File: config.mk
export PLATFORM = sky130hd
export DESIGN_NAME = hpgt_ctrl
export DESIGN_NICKNAME = d
export VERILOG_FILES = /design/src/rtl/assert_macros.svh /design/src/rtl/hpgt_pkg.sv /design/src/rtl/hpgt_ctrl.sv
export SDC_FILE = /design/constraint.sdc
export NUM_CORES = 1
export LEC_CHECK = 0
export BUFFER_PORTS_ARGS = -buffer_cell sky130_fd_sc_hd__buf_2
export CAP_MARGIN = 20
export CORE_MARGIN = 2
export CORE_UTILIZATION = 45
export CTS_CLUSTER_DIAMETER = 50
export CTS_CLUSTER_SIZE = 16
export DETAILED_ROUTE_END_ITERATION = 16
export PLACE_DENSITY = 0.73
export SLEW_MARGIN = 40
export SYNTH_ARGS = -nofsm -noshare
export SYNTH_HDL_FRONTEND = slang
export SYNTH_SLANG_ARGS = --single-unit
File: constraint.sdc
create_clock -name i_clk -period 2 [get_ports i_clk]
set_input_delay 0.2 -clock i_clk [delete_from_list [all_inputs] [get_ports i_clk]]
set_output_delay 0.2 -clock i_clk [all_outputs]
set_load 0.02 [all_outputs]
File: src/rtl/assert_macros.svh
// Assertion helpers for the hot-page group table.
`ifndef ASSERT_MACROS_SVH
`define ASSERT_MACROS_SVH
`ifndef SYNTHESIS
`define HPGT_ASSERT(lbl, clk, rstn, prop) \
    lbl: assert property (@(posedge clk) disable iff (!rstn) prop) \
        else $error("hot page table assertion failed");
`define HPGT_ASSERT_ALWAYS(lbl, clk, prop) \
    lbl: assert property (@(posedge clk) prop) \
        else $error("hot page table assertion failed");
`else
`define HPGT_ASSERT(lbl, clk, rstn, prop)
`define HPGT_ASSERT_ALWAYS(lbl, clk, prop)
`endif
`endif

File: src/rtl/hpgt_pkg.sv
package hpgt_pkg;

    localparam int PPG    = 8;
    localparam int GS     = 16;
    localparam int SLOTS  = PPG * GS;
    localparam int SLOT_W = $clog2(SLOTS);
    localparam int PG_W   = (PPG > 1) ? $clog2(PPG) : 1;
    localparam int GRP_W  = 4;
    localparam int FILL_W = PG_W + 1;
    localparam int OPEN_W = GRP_W + 1;
    localparam int ADDR_W = 48;
    localparam int CNT_W  = 32;
    localparam int OP_W   = 3;
    localparam int ST_W   = 3;

    localparam logic [CNT_W-1:0] CNT_MAX = '1;

    localparam logic [OP_W-1:0] OP_INSERT = 3'd0;
    localparam logic [OP_W-1:0] OP_REMOVE = 3'd1;
    localparam logic [OP_W-1:0] OP_UPDATE = 3'd2;
    localparam logic [OP_W-1:0] OP_LOOKUP = 3'd3;
    localparam logic [OP_W-1:0] OP_BUMP   = 3'd4;

    localparam logic [ST_W-1:0] ST_HIT      = 3'd0;
    localparam logic [ST_W-1:0] ST_ADD_OPEN = 3'd1;
    localparam logic [ST_W-1:0] ST_ADD_NEW  = 3'd2;
    localparam logic [ST_W-1:0] ST_REPLACED = 3'd3;
    localparam logic [ST_W-1:0] ST_REMOVED  = 3'd4;
    localparam logic [ST_W-1:0] ST_ABSENT   = 3'd5;
    localparam logic [ST_W-1:0] ST_PRESENT  = 3'd6;
    localparam logic [ST_W-1:0] ST_BUMPED   = 3'd7;

    typedef struct packed {
        logic load;
        logic scan;
        logic found;
        logic place;
        logic min_step;
        logic ev_rd;
        logic ev_cap;
        logic sh_rd;
        logic sh_wr;
        logic sh_end;
        logic out_load;
    } t_cmd;

    typedef struct packed {
        logic              hit;
        logic              scan_end;
        logic              is_remove;
        logic              need_min;
        logic              min_more;
        logic              shift_more;
        logic              out_free;
        logic [OPEN_W-1:0] groups_open;
    } t_stat;

    function automatic logic [CNT_W-1:0] sat_inc(input logic [CNT_W-1:0] v);
        return (v == CNT_MAX) ? v : v + 1'b1;
    endfunction

endpackage

File: src/rtl/hpgt_ctrl.sv
module hpgt_ctrl (
    input  logic            i_clk,
    input  logic            i_rst_n,
    input  logic            i_valid,
    input  hpgt_pkg::t_stat i_stat,
    output hpgt_pkg::t_cmd  o_cmd,
    output logic            o_ready
);

    typedef enum logic [9:0] {
        S_IDLE   = 10'b0000000001,
        S_SCAN   = 10'b0000000010,
        S_FOUND  = 10'b0000000100,
        S_PLACE  = 10'b0000001000,
        S_MIN    = 10'b0000010000,
        S_EV_RD  = 10'b0000100000,
        S_EV_CAP = 10'b0001000000,
        S_SH_RD  = 10'b0010000000,
        S_SH_WR  = 10'b0100000000,
        S_DONE   = 10'b1000000000
    } t_state;

    t_state r_state, n_state;

    always_ff @(posedge i_clk) begin
        if (!i_rst_n) begin
            r_state <= S_IDLE;
        end else begin
            r_state <= n_state;
        end
    end

    always_comb begin
        n_state = r_state;
        o_cmd   = '0;
        unique case (r_state)
            S_IDLE: begin
                if (i_valid) begin
                    o_cmd.load = 1'b1;
                    n_state    = S_SCAN;
                end
            end
            S_SCAN: begin
                o_cmd.scan = 1'b1;
                if (i_stat.hit) begin
                    n_state = S_FOUND;
                end else if (i_stat.scan_end) begin
                    n_state = S_PLACE;
                end
            end
            S_FOUND: begin
                o_cmd.found = 1'b1;
                n_state     = i_stat.is_remove ? S_SH_RD : S_DONE;
            end
            S_PLACE: begin
                o_cmd.place = 1'b1;
                n_state     = i_stat.need_min ? S_MIN : S_DONE;
            end
            S_MIN: begin
                if (i_stat.min_more) begin
                    o_cmd.min_step = 1'b1;
                end else begin
                    n_state = S_EV_RD;
                end
            end
            S_EV_RD: begin
                o_cmd.ev_rd = 1'b1;
                n_state     = S_EV_CAP;
            end
            S_EV_CAP: begin
                o_cmd.ev_cap = 1'b1;
                n_state      = S_SH_RD;
            end
            S_SH_RD: begin
                if (i_stat.shift_more) begin
                    o_cmd.sh_rd = 1'b1;
                    n_state     = S_SH_WR;
                end else begin
                    o_cmd.sh_end = 1'b1;
                    n_state      = S_DONE;
                end
            end
            S_SH_WR: begin
                o_cmd.sh_wr = 1'b1;
                n_state     = S_SH_RD;
            end
            S_DONE: begin
                if (i_stat.out_free) begin
                    o_cmd.out_load = 1'b1;
                    n_state        = S_IDLE;
                end
            end
            default: begin
                n_state = S_IDLE;
            end
        endcase
    end

    assign o_ready = (r_state == S_IDLE);

endmodule

* Yosys cells after proc, flatten, opt, wreduce, memory -nomap -nowiden
Cells that the tools add are included.
** Word-level totals
- Register bits :: 10
- Word-level logic and storage cells :: 42
- Bits of input ports :: 15
- Output and inout bits :: 12
** Cells by class
- Mux-type cells :: 25
- Reduce and logical (&&, ||, !) cells :: 2
- Eq/ne operators :: 14
** Operator list (number)
- $pmux 10 s9 :: 1
- $mux 10 :: 8
- $mux 1 :: 16
- $eq 10x1->1 const B :: 1
- $eq 10x10->1 const B :: 1
- $eq 10x2->1 const B :: 1
- $eq 10x3->1 const B :: 1
- $eq 10x4->1 const B :: 1
- $eq 10x5->1 const B :: 1
- $eq 10x6->1 const B :: 1
- $eq 10x7->1 const B :: 1
- $eq 10x8->1 const B :: 1
- $eq 10x9->1 const B :: 1
- $ne 2x2->1 const B :: 3
- $reduce_and 4->1 :: 1
- $ne 3x3->1 const B :: 1
- $reduce_or 2->1 :: 1

* Depth between registers and ports, before layout
- Depth after elaboration :: 3
- Depth in mapped cells :: 5
- Mapped depth without buffers :: 5

* Worst setup path before layout
Ideal clock, no wire load.
- Kind :: flip-flop to flip-flop
- Start point :: reg r_state[0]
- End point :: reg r_state[9]
- Clock period less this slack :: 1.645 ns
- Buffers on the path :: 0
- Stages on the path, launching flop included :: 5
- Data arrival time :: 1.586 ns
- Slack :: 0.355 ns
- Data required time :: 1.940 ns
- Library setup time :: 0.060 ns
- Cell sequence :: dfxtp_1 > nor4_4 > nand2_4 > nor3_1 > o21a_1
** On the way
- Longest elaborated chain between the ends :: 3
- Elaborated cells between the ends (all ways) :: 17
- Classes of those cells :: eq/ne (14); mux (1); reduce/logical (2)
** Ends and longest elaborated chain
- start: declaration :: RTL line hpgt_ctrl.sv:23 : t_state r_state, n_state;
- start signal: assignment :: RTL line hpgt_ctrl.sv:29 : r_state <= n_state;
- $eq 10x9->1, or another cell as far along :: RTL line hpgt_ctrl.sv:36 : unique case (r_state)
- $reduce_or 2->1 (no source line), or another cell as far along
- $pmux 10 s9 or $reduce_and 4->1 (tied branches)
Parallel ways exist; a longest one is shown, timed or not.
A chain may end at the register's enable or synchronous reset.

==> out/metrics.yaml <==
grt.met2_usage_pct: 37.2
cts.path.max_buffers: 2
pre_cts_slack_ns: 0.280
hold_path_startpoint: "i_stat[11]"
detail-route-antenna-nets: 0
die_x_extent_um: 41.8
yosys-top-cells-area: "dfxtp_1 (31%), nor2_1 (6.4%), and4b_1 (4.7%), and2_1 (3.9%), nand2_1 (3.5%)"
vdd_ir_drop_max_uv: 368
grt_usage_pct: 19.7
worst_r2r_dst: "r_state[0]"
syn-mean-instance-area_um2: 8.25
worst_skew_pair.late_latency_ns: 0.28
final_nets: 120
die_area_um2: 1750
vias_per_cell: 5.73
globalRouteMet3Util_pct: 3.04
routed_wire_length_per_instance_um: 13.5
layout_setup_ws_ns: 0.143
synth.lib_cells_used.distinct: 35
post_cts.repair.setup_buffers: 0
dpl-instance-area_um2: 774
synthToLayoutAreaGrowth_pct: 27.4
grt_pass1_wl_mm: 2.64
power.static_leakage_nw: 0.382
max_flop_register: "r_state"
relSlewSlack_pct: 71.2
switching_share_pct: 33.3
routabilityCongestion: 0.820
cts-hold-fix-buffers: 0
layout.cells.non_filler: 119
root_buffer: "clkbuf_4"
post-dp-hpwl_mm: 1.32
fp.dieH_um: 41.8
fin_crit_ns: 1.86
holdPathStages: 2
timing.rr.start: "r_state[0]"
final_util_pct: 62.2
netlist.top_cell.by_area: "dfxtp_1"
synth.yosys.warnings: 0
grt_overflow: 0
numPlacedInstances: 115
tritoncts_num_sinks: 10
grt_pass1_vias: 669
io_buffers: 21
drv_cap: 0
critical_path.startpoint_type: "flop"
yosysTopAreaCellShare_pct: 31.1
grt_start_max_net_pins: 8
residual_drc_count: 0
yosys_register_bits: 10
comb_power_share_pct: 29.5
highest_net_fanout_along_the_worst_path: 5
dominantRegCellSynth: "dfxtp_1"
finalSetupViolCount: 0
worstSetupPathType: "reg -> out"
antennaDiodeCount: 0
power_density_nw_per_um2: 721
timing.final.max_slew_violations: 0
htree_num_levels: 1
min-delay-path-class: "in -> reg"
initial_core_util_pct: 48.8
wl_mm: 1.61
synthesis.instances: 78
multi_input_comb_area_um2: 440
detailroute.via_count: 682
synth_nets: 93
fin_worst_skew_ns: 0.00449
grt_antenna_before_repair: 0
fin_tns_setup_ns: 0
top_regs: "r_state x10"
top_level_ports: 27
numCtsBuffers: 3
filler_cell_count: 141
fin_hold_ws_ns: 0.104
grtUsageMet1_pct: 18.6
synth_common_cells: "nor2_1 (11), dfxtp_1 (10), nand2_1 (6)"
layout.area.seq_um2: 200
placementRows: 13
design_power_total_uw: 591
worstPathRequired_ns: 1.80
hold_path_end: "r_state[3]"
layout_worst_path_cycle_share_pct: 92.9
synth_async_sr_flop_share_pct: 0
power.internal_uw: 394
synth.most_common_cell: "nor2_1"
cp-end-kind: "output port"
clkSlewWorstSetupHoldPaths_ns: 0.07
power_frac_clock_pct: 32.1
tightest_slew_ns: 0.427
grt_busiest_layer: "met2"
rsz0062_at_grt: "no"
clock_tree_from_tritoncts: "yes"
reg2regPathDepth: 5
netSwitchingPower_uw: 197
cts_resized: 0
finalInstanceArea_um2: 820
maxClockFrequency_ghz: 0.538
r2r_setup_slack_ns: 0.27
largest_register_ffs: 10
share_seq_of_total_power_pct: 38.4
initialDrtViolationCount: 13
synth.cell_area_um2: 643
number_of_flops_mapped_to_enable_cells_by_yosys: 0
drt_pass1_iterations: 4
finalHoldViolations: 0
status: "completed"
cp.arrival_ns: 1.66
drive_gt1_share_pct: 28.8
yosysSeqAreaShare_pct: 31.1
floorplan.core_area_um2: 1320
-- cell type report --
cell class / instances / share of cell area, %
inverter: 3 / 1.37
tap: 15 / 2.29
sequential: 10 / 24.4
multi-input combinational: 65 / 53.7
timing repair buffer: 22 / 13.7
clock buffer: 4 / 4.43
-- layout by cell type (no fill, tap or decap), types with 2 or more instances in the layout --
cell / count
nand2b_1: 2
a21oi_1: 2
and2_1: 4
nand2_1: 6
and4b_1: 3
xor2_1: 2
nor4_4: 2
clkbuf_4: 3
dfxtp_1: 10
nor4_1: 2
nor3b_1: 2
buf_2: 21
and3_1: 3
nor2b_1: 3
a21boi_0: 2
nor2_1: 11
inv_1: 3
nor3_1: 3
-- power groups by stage --
stage          combinational (mW)  clock, mW  sequential [mW]
3_5_place_dp                0.175          0            0.231
4_1_cts                     0.176      0.194            0.227
6_report                    0.174      0.190            0.227
5_1_grt                     0.190      0.208            0.229
2_1_floorplan               0.125          0            0.228
3_3_place_gp                0.168          0            0.230
-- routing by layer --
layer  up-vias  part of all wire (%)  wire, um
li1        341                     -         -
met3         5                   4.0        65
met2        20                    54       874
met4         0                   2.6        42
met5         -                     0         0
met1       316                    39       624
-- logic make-up (layout without fill, tap and decap cells) --
family	count (synthesis)	count (layout)	share of synthesized area, %
DFF	10	10	31.1
AOI/OAI and AO/OA	14	14	16.3
buffers and inverters	3	29	1.75
xor gates and xnor gates	3	3	4.09
and+or+nand+nor	48	48	46.7
-- critical path: stages, from the launching register on --
cell     delay, ns
dfxtp_1       0.37
nor4_4        0.37
and3_1        0.27
and3_1        0.20
buf_2         0.17
-- how the worst max path moves through the flow --
stage	start	to	slack, ns
2_1_floorplan	r_state[0]	r_state[9]	0.35
3_3_place_gp	r_state[0]	r_state[0]	0.25
3_5_place_dp	r_state[0]	r_state[0]	0.28
4_1_cts	r_state[8]	o_cmd[10]	0.06
5_1_grt	r_state[8]	o_cmd[10]	0.06
6_report	r_state[8]	o_cmd[10]	0.14
No activity file was read; power rests on OpenSTA's default activity.
